[config.mk]
export PLATFORM = sky130hd
export DESIGN_NAME = positional_list_engine_flat
export DESIGN_NICKNAME = d
export VERILOG_FILES = /design/src/rtl/ple_pkg.sv /design/src/rtl/ple_cmd_if.sv /design/src/rtl/ple_res_if.sv /design/src/rtl/ple_ram.sv /design/src/rtl/positional_list_engine.sv /design/src/flat_wrapper.sv
export VERILOG_INCLUDE_DIRS = /design/src /design/src/rtl
export SDC_FILE = /design/constraint.sdc
export NUM_CORES = 1
export LEC_CHECK = 0
export ABC_AREA = 0
export BUFFER_PORTS_ARGS = -buffer_cell sky130_fd_sc_hd__clkbuf_2
export CAP_MARGIN = 20
export CORE_MARGIN = 1.5
export CORE_UTILIZATION = 56
export CTS_CLUSTER_DIAMETER = 40
export DETAILED_ROUTE_END_ITERATION = 10
export PLACE_DENSITY = 0.74
export RECOVER_POWER = 100
export SYNTH_ARGS = -nofsm -noshare
export SYNTH_HDL_FRONTEND = slang
export SYNTH_SLANG_ARGS = --single-unit
[constraint.sdc]
create_clock -name clk -period 3.7 [get_ports clk]
set_input_delay 0.74 -clock clk [delete_from_list [all_inputs] [get_ports clk]]
set_output_delay 0.74 -clock clk [all_outputs]
set_load 0.05 [all_outputs]
[src/rtl/positional_list_engine_assert.svh]
// Assertion macros used by the positional list engine RTL.
`ifndef POSITIONAL_LIST_ENGINE_ASSERT_SVH
`define POSITIONAL_LIST_ENGINE_ASSERT_SVH
`ifndef SYNTHESIS
`define PLE_ASSERT(label, clk, rst_n, prop, msg) \
	label: assert property (@(posedge clk) disable iff (!rst_n) prop) else $error(msg);
`define PLE_ASSERT_NEVER(label, clk, rst_n, cond, msg) \
	label: assert property (@(posedge clk) disable iff (!rst_n) !(cond)) else $error(msg);
`else
`define PLE_ASSERT(label, clk, rst_n, prop, msg)
`define PLE_ASSERT_NEVER(label, clk, rst_n, cond, msg)
`endif
`endif

[src/rtl/ple_pkg.sv]
// Shared constants and codes of the positional list engine.
package ple_pkg;

	localparam int CAPACITY = 32;
	localparam int CNT_W    = $clog2(CAPACITY + 1);
	localparam int ADDR_W   = $clog2(CAPACITY);

	localparam int CMD_W  = 3;
	localparam int POS_W  = 8;
	localparam int VAL_W  = 32;
	localparam int STAT_W = 2;
	localparam int OCNT_W = 6;
	localparam int CMP_W  = POS_W + 1;

	localparam logic [CMD_W-1:0] CMD_INS_FIRST = 3'd0;
	localparam logic [CMD_W-1:0] CMD_INS_LAST  = 3'd1;
	localparam logic [CMD_W-1:0] CMD_INS_AT    = 3'd2;
	localparam logic [CMD_W-1:0] CMD_DEL_FIRST = 3'd3;
	localparam logic [CMD_W-1:0] CMD_DEL_LAST  = 3'd4;
	localparam logic [CMD_W-1:0] CMD_DEL_AT    = 3'd5;
	localparam logic [CMD_W-1:0] CMD_DUMP      = 3'd6;

	localparam logic [STAT_W-1:0] ST_OK      = 2'd0;
	localparam logic [STAT_W-1:0] ST_INVALID = 2'd1;
	localparam logic [STAT_W-1:0] ST_EMPTY   = 2'd2;
	localparam logic [STAT_W-1:0] ST_FULL    = 2'd3;

endpackage

[src/rtl/ple_cmd_if.sv]
// Command channel interface of the positional list engine.
interface ple_cmd_if;
	import ple_pkg::*;

	logic                    valid;
	logic                    ready;
	logic [CMD_W-1:0]        command;
	logic [POS_W-1:0]        position;
	logic signed [VAL_W-1:0] value;

	modport source (output valid, command, position, value, input ready);
	modport sink (input valid, command, position, value, output ready);
endinterface

[src/rtl/ple_res_if.sv]
// Result channel interface of the positional list engine.
interface ple_res_if;
	import ple_pkg::*;

	logic                    valid;
	logic                    ready;
	logic [STAT_W-1:0]       status;
	logic [OCNT_W-1:0]       element_count;
	logic signed [VAL_W-1:0] element_value;
	logic                    last_of_run;

	modport source (output valid, status, element_count, element_value, last_of_run,
		input ready);
	modport sink (input valid, status, element_count, element_value, last_of_run,
		output ready);
endinterface

[src/rtl/ple_ram.sv]
// Generic simple dual-port RAM with registered read.
module ple_ram #(
	parameter int WIDTH = 32,
	parameter int DEPTH = 32
) (
	input  logic                     clk,
	input  logic                     we,
	input  logic [$clog2(DEPTH)-1:0] waddr,
	input  logic [WIDTH-1:0]         wdata,
	input  logic                     re,
	input  logic [$clog2(DEPTH)-1:0] raddr,
	output logic [WIDTH-1:0]         rdata
);
	logic [WIDTH-1:0] mem_q [DEPTH];
	logic [WIDTH-1:0] rdata_q;

	always_ff @(posedge clk) begin
		if (we) begin
			mem_q[waddr] <= wdata;
		end
		if (re) begin
			rdata_q <= mem_q[raddr];
		end
	end

	assign rdata = rdata_q;
endmodule

[src/rtl/positional_list_engine.sv]
// Top level of the positional list engine: sequencer, element RAM and result register.
// Takes one command at a time; ready is high only while no command is in progress.
// Insert at slot k shifts the elements from slot k up by one, last first; delete shifts those after slot k down.
// Error results and the empty dump go through the S_RESP state to the result register.
// Dump: each element is read in S_DUMP_RD and handed over in S_DUMP_WR, which waits while the result is held.
// Reset clears the element count and all control state; the element RAM is not cleared.
`include "positional_list_engine_assert.svh"

module positional_list_engine (
	input  logic       clk,
	input  logic       arst_n,
	ple_cmd_if.sink    cmd,
	ple_res_if.source  rsp
);
	import ple_pkg::*;

	typedef enum logic [5:0] {
		S_IDLE    = 6'b000001,
		S_INS     = 6'b000010,
		S_DEL     = 6'b000100,
		S_DUMP_RD = 6'b001000,
		S_DUMP_WR = 6'b010000,
		S_RESP    = 6'b100000
	} state_t;

	state_t             state_q;
	logic [CNT_W-1:0]   count_q;
	logic [CNT_W-1:0]   mv_q;
	logic [ADDR_W-1:0]  ptr_q;
	logic [ADDR_W-1:0]  idx_q;
	logic [VAL_W-1:0]   value_q;
	logic [STAT_W-1:0]  status_q;
	logic               wr_s1;
	logic [ADDR_W-1:0]  waddr_s1;

	logic               rsp_valid_q;
	logic [STAT_W-1:0]  rsp_status_q;
	logic [OCNT_W-1:0]  rsp_count_q;
	logic [VAL_W-1:0]   rsp_value_q;
	logic               rsp_last_q;

	logic               acc;
	logic               out_free;
	logic               rsp_load;
	logic               full;
	logic               empty;
	logic [CMP_W-1:0]   pos_x;
	logic [CMP_W-1:0]   cnt_x;
	state_t             dec_state;
	logic [STAT_W-1:0]  dec_status;
	logic [CNT_W-1:0]   dec_idx;
	logic [CNT_W-1:0]   dec_mv;
	logic [ADDR_W-1:0]  dec_ptr;

	logic               ram_we;
	logic [ADDR_W-1:0]  ram_waddr;
	logic [VAL_W-1:0]   ram_wdata;
	logic               ram_re;
	logic [VAL_W-1:0]   ram_rdata;

	assign cmd.ready = (state_q == S_IDLE);
	assign acc       = cmd.valid && cmd.ready;
	assign out_free  = !rsp_valid_q || rsp.ready;
	assign rsp_load  = out_free && ((state_q == S_RESP) || (state_q == S_DUMP_WR));

	// decode and range-check the command
	always_comb begin
		pos_x      = {1'b0, cmd.position};
		cnt_x      = CMP_W'(count_q);
		full       = (count_q == CNT_W'(CAPACITY));
		empty      = (count_q == '0);
		dec_state  = S_RESP;
		dec_status = ST_INVALID;
		dec_idx    = '0;
		unique case (cmd.command)
			CMD_INS_FIRST: begin
				if (full) begin
					dec_status = ST_FULL;
				end else begin
					dec_state  = S_INS;
					dec_status = ST_OK;
				end
			end
			CMD_INS_LAST: begin
				dec_idx = count_q;
				if (full) begin
					dec_status = ST_FULL;
				end else begin
					dec_state  = S_INS;
					dec_status = ST_OK;
				end
			end
			CMD_INS_AT: begin
				dec_idx = CNT_W'(pos_x - CMP_W'(1));
				if ((pos_x == '0) || (pos_x > cnt_x + CMP_W'(1))) begin
					dec_status = ST_INVALID;
				end else if (full) begin
					dec_status = ST_FULL;
				end else begin
					dec_state  = S_INS;
					dec_status = ST_OK;
				end
			end
			CMD_DEL_FIRST: begin
				if (empty) begin
					dec_status = ST_EMPTY;
				end else begin
					dec_state  = S_DEL;
					dec_status = ST_OK;
				end
			end
			CMD_DEL_LAST: begin
				dec_idx = count_q - CNT_W'(1);
				if (empty) begin
					dec_status = ST_EMPTY;
				end else begin
					dec_state  = S_DEL;
					dec_status = ST_OK;
				end
			end
			CMD_DEL_AT: begin
				dec_idx = CNT_W'(pos_x - CMP_W'(1));
				if ((pos_x == '0) || (pos_x > cnt_x)) begin
					dec_status = ST_INVALID;
				end else begin
					dec_state  = S_DEL;
					dec_status = ST_OK;
				end
			end
			CMD_DUMP: begin
				if (empty) begin
					dec_status = ST_EMPTY;
				end else begin
					dec_state  = S_DUMP_RD;
					dec_status = ST_OK;
				end
			end
			default: begin
				dec_status = ST_INVALID;
			end
		endcase

		unique case (dec_state)
			S_INS: begin
				dec_mv  = count_q - dec_idx;
				dec_ptr = ADDR_W'(count_q - CNT_W'(1));
			end
			S_DEL: begin
				dec_mv  = count_q - CNT_W'(1) - dec_idx;
				dec_ptr = ADDR_W'(dec_idx + CNT_W'(1));
			end
			default: begin
				dec_mv  = count_q;
				dec_ptr = '0;
			end
		endcase
	end

	// element RAM access: at most one read and one write per cycle
	always_comb begin
		ram_re    = (((state_q == S_INS) || (state_q == S_DEL)) && (mv_q != '0)) ||
			(state_q == S_DUMP_RD);
		ram_we    = wr_s1 || ((state_q == S_INS) && (mv_q == '0));
		ram_waddr = wr_s1 ? waddr_s1 : idx_q;
		ram_wdata = wr_s1 ? ram_rdata : value_q;
	end

	ple_ram #(
		.WIDTH(VAL_W),
		.DEPTH(CAPACITY)
	) u_store (
		.clk  (clk),
		.we   (ram_we),
		.waddr(ram_waddr),
		.wdata(ram_wdata),
		.re   (ram_re),
		.raddr(ptr_q),
		.rdata(ram_rdata)
	);

	always_ff @(posedge clk or negedge arst_n) begin
		if (!arst_n) begin
			state_q     <= S_IDLE;
			count_q     <= '0;
			mv_q        <= '0;
			ptr_q       <= '0;
			wr_s1       <= 1'b0;
			rsp_valid_q <= 1'b0;
		end else begin
			wr_s1 <= ((state_q == S_INS) || (state_q == S_DEL)) && (mv_q != '0);
			if (rsp_load) begin
				rsp_valid_q <= 1'b1;
			end else if (rsp.ready) begin
				rsp_valid_q <= 1'b0;
			end
			unique case (state_q)
				S_IDLE: begin
					if (acc) begin
						state_q <= dec_state;
						mv_q    <= dec_mv;
						ptr_q   <= dec_ptr;
					end
				end
				S_INS: begin
					if (mv_q != '0) begin
						mv_q  <= mv_q - CNT_W'(1);
						ptr_q <= ptr_q - ADDR_W'(1);
					end else if (!wr_s1) begin
						count_q <= count_q + CNT_W'(1);
						state_q <= S_RESP;
					end
				end
				S_DEL: begin
					if (mv_q != '0) begin
						mv_q  <= mv_q - CNT_W'(1);
						ptr_q <= ptr_q + ADDR_W'(1);
					end else if (!wr_s1) begin
						count_q <= count_q - CNT_W'(1);
						state_q <= S_RESP;
					end
				end
				S_DUMP_RD: begin
					state_q <= S_DUMP_WR;
				end
				S_DUMP_WR: begin
					if (out_free) begin
						mv_q    <= mv_q - CNT_W'(1);
						ptr_q   <= ptr_q + ADDR_W'(1);
						state_q <= (mv_q == CNT_W'(1)) ? S_IDLE : S_DUMP_RD;
					end
				end
				S_RESP: begin
					if (out_free) begin
						state_q <= S_IDLE;
					end
				end
				default: begin
					state_q <= S_IDLE;
				end
			endcase
		end
	end

	always_ff @(posedge clk) begin
		if (acc) begin
			status_q <= dec_status;
			idx_q    <= ADDR_W'(dec_idx);
			value_q  <= cmd.value;
		end
		if (state_q == S_INS) begin
			waddr_s1 <= ptr_q + ADDR_W'(1);
		end else begin
			waddr_s1 <= ptr_q - ADDR_W'(1);
		end
		if (rsp_load) begin
			rsp_count_q <= OCNT_W'(count_q);
			if (state_q == S_DUMP_WR) begin
				rsp_status_q <= ST_OK;
				rsp_value_q  <= ram_rdata;
				rsp_last_q   <= (mv_q == CNT_W'(1));
			end else begin
				rsp_status_q <= status_q;
				rsp_value_q  <= '0;
				rsp_last_q   <= 1'b1;
			end
		end
	end

	assign rsp.valid         = rsp_valid_q;
	assign rsp.status        = rsp_status_q;
	assign rsp.element_count = rsp_count_q;
	assign rsp.element_value = rsp_value_q;
	assign rsp.last_of_run   = rsp_last_q;

	`PLE_ASSERT_NEVER(a_count_bound, clk, arst_n,
		count_q > CNT_W'(CAPACITY), "count exceeds capacity")
	`PLE_ASSERT(a_count_step, clk, arst_n,
		(count_q != $past(count_q)) |->
		((count_q == $past(count_q) + CNT_W'(1)) ||
		(count_q == $past(count_q) - CNT_W'(1))),
		"count moved by more than one")
	`PLE_ASSERT_NEVER(a_idle_no_write, clk, arst_n,
		(state_q == S_IDLE) && ram_we, "element RAM written while idle")
	`PLE_ASSERT(a_value_only_ok, clk, arst_n,
		(rsp.valid && ((rsp.element_value != '0) || !rsp.last_of_run)) |->
		(rsp.status == ST_OK), "dump data carried with error status")
endmodule

[src/flat_wrapper.sv]
// flat-port wrapper written by rule: the top's interface ports become plain ports
module positional_list_engine_flat import ple_pkg::*;
  (clk, arst_n, cmd_valid, cmd_command, cmd_position, cmd_value, cmd_ready, rsp_valid, rsp_status, rsp_element_count, rsp_element_value, rsp_last_of_run, rsp_ready);
  ple_cmd_if cmd_i ();
  ple_res_if rsp_i ();
  input  logic clk;
  input  logic arst_n;
  input wire logic [$bits(cmd_i.valid)-1:0] cmd_valid;
  input wire logic [$bits(cmd_i.command)-1:0] cmd_command;
  input wire logic [$bits(cmd_i.position)-1:0] cmd_position;
  input wire logic [$bits(cmd_i.value)-1:0] cmd_value;
  output wire logic [$bits(cmd_i.ready)-1:0] cmd_ready;
  output wire logic [$bits(rsp_i.valid)-1:0] rsp_valid;
  output wire logic [$bits(rsp_i.status)-1:0] rsp_status;
  output wire logic [$bits(rsp_i.element_count)-1:0] rsp_element_count;
  output wire logic [$bits(rsp_i.element_value)-1:0] rsp_element_value;
  output wire logic [$bits(rsp_i.last_of_run)-1:0] rsp_last_of_run;
  input wire logic [$bits(rsp_i.ready)-1:0] rsp_ready;
  assign cmd_i.valid = cmd_valid;
  assign cmd_i.command = cmd_command;
  assign cmd_i.position = cmd_position;
  assign cmd_i.value = cmd_value;
  assign cmd_ready = cmd_i.ready;
  assign rsp_valid = rsp_i.valid;
  assign rsp_status = rsp_i.status;
  assign rsp_element_count = rsp_i.element_count;
  assign rsp_element_value = rsp_i.element_value;
  assign rsp_last_of_run = rsp_i.last_of_run;
  assign rsp_i.ready = rsp_ready;
  positional_list_engine u_core (.clk(clk), .arst_n(arst_n), .cmd(cmd_i), .rsp(rsp_i));
endmodule
# Word level (Yosys, flattened, before mapping)
# Memories as Yosys holds them, arrays and structs flattened. A register that Yosys moved wholly into a read port is not among the register bits.
# Index checks and enable logic that the tools add are counted.
# word_totals
mem_bits_rw,1024
in_bits,47
out_inout_bits,43
regBits,110
n_memories,1
# mem_list
name,words,word_bits,read_ports,rd_clocked_by_memory_dff,write_ports,line_no,rtl
u_core.u_store.mem_q,32,32,1,1,1,ple_ram.sv:14,logic [WIDTH-1:0] mem_q [DEPTH];
# classes
n_addsub,10
n_lt_le_gt_ge,2
reduce_logical,30
n_eq_ne,28
n_mux,42
# op_table
op,n
$mux W6,17
$pmux W6 S5,2
$pmux W6 S3,2
$mux W32,1
$mux W5,6
$pmux W6 S2,2
$pmux W5 S4,1
$sub A6 B1 Y6 const B,3
$ne A2 B2 Y1 const B,8
$reduce_and A5 Y1,3
$eq A6 B1 Y1 const B,2
$eq A6 B2 Y1 const B,2
$eq A6 B3 Y1 const B,2
$eq A6 B6 Y1 const B,2
$logic_not A6 Y1,2
$sub A6 B6 Y6,2
$add A5 B1 Y5 const B,2
$pmux W5 S2,1
$eq A3 B3 Y1 const B,3
$gt A8 B6 Y1,1
$gt A8 B7 Y1,1
$logic_not A8 Y1,1
$ne A2 B1 Y1 const B,4
$pmux W2 S4,1
21 further kinds,41

# Depth between registers and ports, before layout
# logic_depth
ltp_word,9
depth_mapped,20

# Hierarchy
# Synthesis repeated with hierarchy kept, for this count alone.
# unflattened
hier_cells,2815
hier_area_um2,47036.4
# by_module_without_submodules
mod,area_per_inst_um2,cells_each,instances,seq_area_each_um2
ple_ram,40812.9,2260,1,31710.4
positional_list_engine,6223.5,555,1,3129.3

# Least setup slack after synthesis
# OpenSTA, ideal clock, no wires.
# synth_timing
path_kind,flip-flop to flip-flop
start,register u_core.state_q[5]
end,register u_core.u_store.rdata_q[0] (netlist: u_core.u_store.rdata[0]) (read register of u_core.u_store.mem_q) (enable)
t_required_ps,3234
setup_ps,466
period_less_slack_ps,4094
slack_ps,-394
path_stages_with_launch,5
t_arrival_ps,3628
path_buffers,1
cell_sequence,dfrtp_1 -> buf_6 -> or3_4 -> or3_1 -> o21ai_0
# synth_via
elab_chain_len,4
elab_cells_between_ends,6
classes_between,eq/ne: 3; reduce/logical: 3
# synth_lines
item,line_no,rtl
"start, declared",positional_list_engine.sv:26,state_t state_q;
"start signal, assigned",positional_list_engine.sv:199,state_q <= dec_state;
"start signal, assigned",positional_list_engine.sv:229,state_q <= (mv_q == CNT_W'(1)) ? S_IDLE : S_DUMP_RD;
$eq A6 B2 Y1 or $eq A6 B3 Y1 (tied branches),positional_list_engine.sv:161,ram_re = (((state_q == S_INS) || (state_q == S_DEL)) && (mv_q != '0)) ||
$logic_or A1 B1 Y1,positional_list_engine.sv:161,
$logic_and A1 B1 Y1,positional_list_engine.sv:161,
$logic_or A1 B1 Y1 (*),positional_list_engine.sv:161,
named net u_core.ram_re,positional_list_engine.sv:58,logic ram_re;
"end, declared",ple_ram.sv:15,logic [WIDTH-1:0] rdata_q;
# The timed path passes the listed nets; every way through them passes the cells marked *.
# A chain may end at the register's enable or synchronous reset.

# Worst setup path after layout
# layout_timing
start,register u_core.state_q[5]
end,memory u_core.u_store.mem_q[9][22] (enable)
# layout_via
elab_chain_len,5
# layout_lines
item,line_no,rtl
$eq A6 B2 Y1,positional_list_engine.sv:163,ram_we = wr_s1 || ((state_q == S_INS) && (mv_q == '0));
$logic_and A1 B1 Y1,positional_list_engine.sv:163,
$logic_or A1 B1 Y1,positional_list_engine.sv:163,
$mux W1,ple_ram.sv:18,if (we) begin
$mux W1 (implied by the code),ple_ram.sv:19,mem_q[waddr] <= wdata;
"end, declared",ple_ram.sv:14,
# No other way between the ends.

==> reports/metrics.yaml <==
cts_root_buf: "clkbuf_16"
worstPathMaxFanout: 14
grt_pass1_wl_um: 161000
arrival_ps: 3950
cts-htree-levels: 4
fmax_mhz: 279
fin_crit_sh_pct: 96.9
synthesis.nets: 2189
power_density_nw_per_um2: 727
drc_errors: 0
cp_top_family: "simple AND/OR/NAND/NOR gates"
synthFlopType: "edfxtp_1"
leakagePower_nw: 17.0
synth-edff-count: 1136
core_area_sq_um: 81800
async_flop_share_pct: 2.14
place_inst: 3321
crit_path_start_kind: "flop"
fin_crit_ps: 3590
max-cap-violations: 1
synth_top_cell_by_area: "edfxtp_1"
pre_cts_ws_ps: -417
die_w_um: 290
cp_slowest_cell: "o41ai_2"
cts_tree: "done"
violations: "capacitance limit, slew limit"
outcome: "finished with violations"
numCtsBuffers: 131
tightest_slew_ps: 1660
worstSetupEndpointType: "flop"
final_cell_mix: "edfxtp_1, mux4_2, clkbuf_16"
grt_start_max_net_pins: 73
initial_core_util_pct: 56.4
synth.top_cell.area_share_pct: 73.9
critical_path_class: "reg -> reg"
grt_pass1_vias: 24000
gr-usage-all-layers_pct: 26.7
gp_congestion: 0.872
viasPerCell: 6.51
ir_worst_vdd_uv: 438
die_h_um: 290
drt_first_pass_iters: 6
finalMaxSlewViolations: 26
cts_num_sinks: 1166
io_buffers: 89
area_growth_pct: 15.1
final_common_cell: "edfxtp_1"
vias: 23200
antenna_found_initial: 0
ant_nets: 0
pin_count: 90
crit_buf_inv: 1
grt_overflow_total: 0
path_clk_slew_ps: 60
syn_avg_cell_area_sq_um: 21.8
drtIter0Drc: 2911
fillers: 5152
timing.hold.ws_ps: 196
ys_types: 74
synthTopCellsByArea: "edfxtp_1, mux4_2, mux2_2"
ys_warn_count: 0
dieArea_sq_um: 84200
layout-drive-gt1-share_pct: 31.9
wl_per_cell_um: 31.1
clock_path_buffers: 3
rows: 105
netlist_area_sq_um: 46200
finClkSkew_ps: 29.2
finish.net_count: 2465
hold_violations: 0
totalWireLength_um: 111000
hpwl_um: 60600
relSlewSlack_pct: -10.4
synthCells: 2115
crit_required_ps: 4070
setup_tns_ps: 0
cp_cell_sequence: "or3_1, or4b_4, o41ai_2, nand2_4, nor2_4, clkbuf_4"
worstSkewPairLatency_ps: 730
setup-violations-final: 0
hold_path_class: "in -> reg"
layoutNonFillerInstCount: 3564
max_stage_delay_ps: 690
synth-seq-area-share_pct: 75.5
fin_ws_ps: 115
synth_seq_cells: 1166
-- where the power goes --
| group | switching, mW | internal (mW) |
|---|---|---|
| logic | 4.89 | 4.45 |
| clock network | 5.24 | 7.48 |
| registers | 0.646 | 15.9 |
-- kinds of logic after synthesis --
kind of cell,share of synthesized area [%]
flops,75.5
mux,17.4
simple gates,2.66
buf+inv,1.25
compound gates,1.78
xor+xnor,0.683
fa+ha+maj,0.748
-- synthesized netlist by cell type, drive strengths merged (3+ instances only) --
cell type	instances
a211oi	4
a21o	6
a21oi	35
and2	34
buf	47
clkbuf	60
dfrtp	24
dfxtp	5
edfxtp	1136
ha	26
inv	32
mux2	67
mux2i	7
mux4	320
nand2	51
nand2b	7
nand3	16
nand4	4
nand4b	3
nor2	60
nor2b	10
nor3	19
nor3b	3
nor4	7
nor4b	4
o211ai	7
o21ai	24
o221ai	3
o22ai	11
o32ai	4
or3	5
xnor2	27
xor2	9
-- final timing paths --
path	from	endpoint	slack, ps	cells after the start
setup / recovery	u_core.state_q[5]$_DFFE_PN0P_	u_core.u_store.mem_q[9][22]$_DFFE_PP_	110	6
hold / removal	cmd_value[9]	u_core.value_q[9]$_DFFE_PP_	200	1
setup reg to reg	u_core.state_q[5]$_DFFE_PN0P_	u_core.u_store.mem_q[9][22]$_DFFE_PP_	110	6
hold reg to reg	u_core.mv_q[1]$_DFFE_PN0P_	u_core.mv_q[1]$_DFFE_PN0P_	510	1
max in group asynchronous	arst_n	u_core.ptr_q[3]$_DFFE_PN0P_	2060	1
min in group asynchronous	arst_n	u_core.count_q[1]$_DFFE_PN0P_	440	1
-- timing repair --
action / in CTS / in global routing
setup endpoints to repair: 1 / 3
hold buffers: 0 / 0
gates cloned: 0 / 0
pin swaps: 0 / 9
setup buffers: 0 / 7
resized for setup: 1 / 16
-- stage by stage --
stage	utilization, %	instance area, sq um	total power, mW
floorplan	-	46200	23.2
global placement	60.2	49300	25.9
detailed placement	60.2	49300	26.2
CTS	65.5	53600	38.9
global route	64.9	53100	39.9
finish	64.9	53100	38.6
-- registers in the layout, summed over array words and instances, names as in the netlist, 2 cells and up --
| signal | flops |
|---|---|
| u_core.count_q | 6 |
| u_core.idx_q | 5 |
| u_core.mv_q | 6 |
| u_core.ptr_q | 5 |
| u_core.rsp.element_count | 6 |
| u_core.rsp.element_value | 32 |
| u_core.rsp.status | 2 |
| u_core.state_q | 6 |
| u_core.status_q | 2 |
| u_core.u_store.mem_q | 1024 |
| u_core.u_store.rdata | 32 |
| u_core.value_q | 32 |
| u_core.waddr_s1 | 5 |
-- routing by layer --
| layer | global-route usage [%] | vias to the layer above | wire (um) |
|---|---|---|---|
| li1 | - | 9442 | - |
| met1 | 36.1 | 12300 | 42300 |
| met2 | 44.8 | 1280 | 56300 |
| met3 | 4.71 | 205 | 9390 |
| met4 | 8.13 | 0 | 3010 |
| met5 | 0 | - | 0 |
-- cell type report --
class                      count  area [sq um]  area share (%)
inverter                      32           120           0.226
tap                         1070          1340            2.52
antenna                        1          2.50         0.00471
clock inverter                74           741            1.39
clock buffer                 161          3530            6.64
sequential                  1166         34800            65.6
timing repair buffer         250          1630            3.07
multi-input combinational    810         10900            20.5
(Power assumes the default switching activity.)
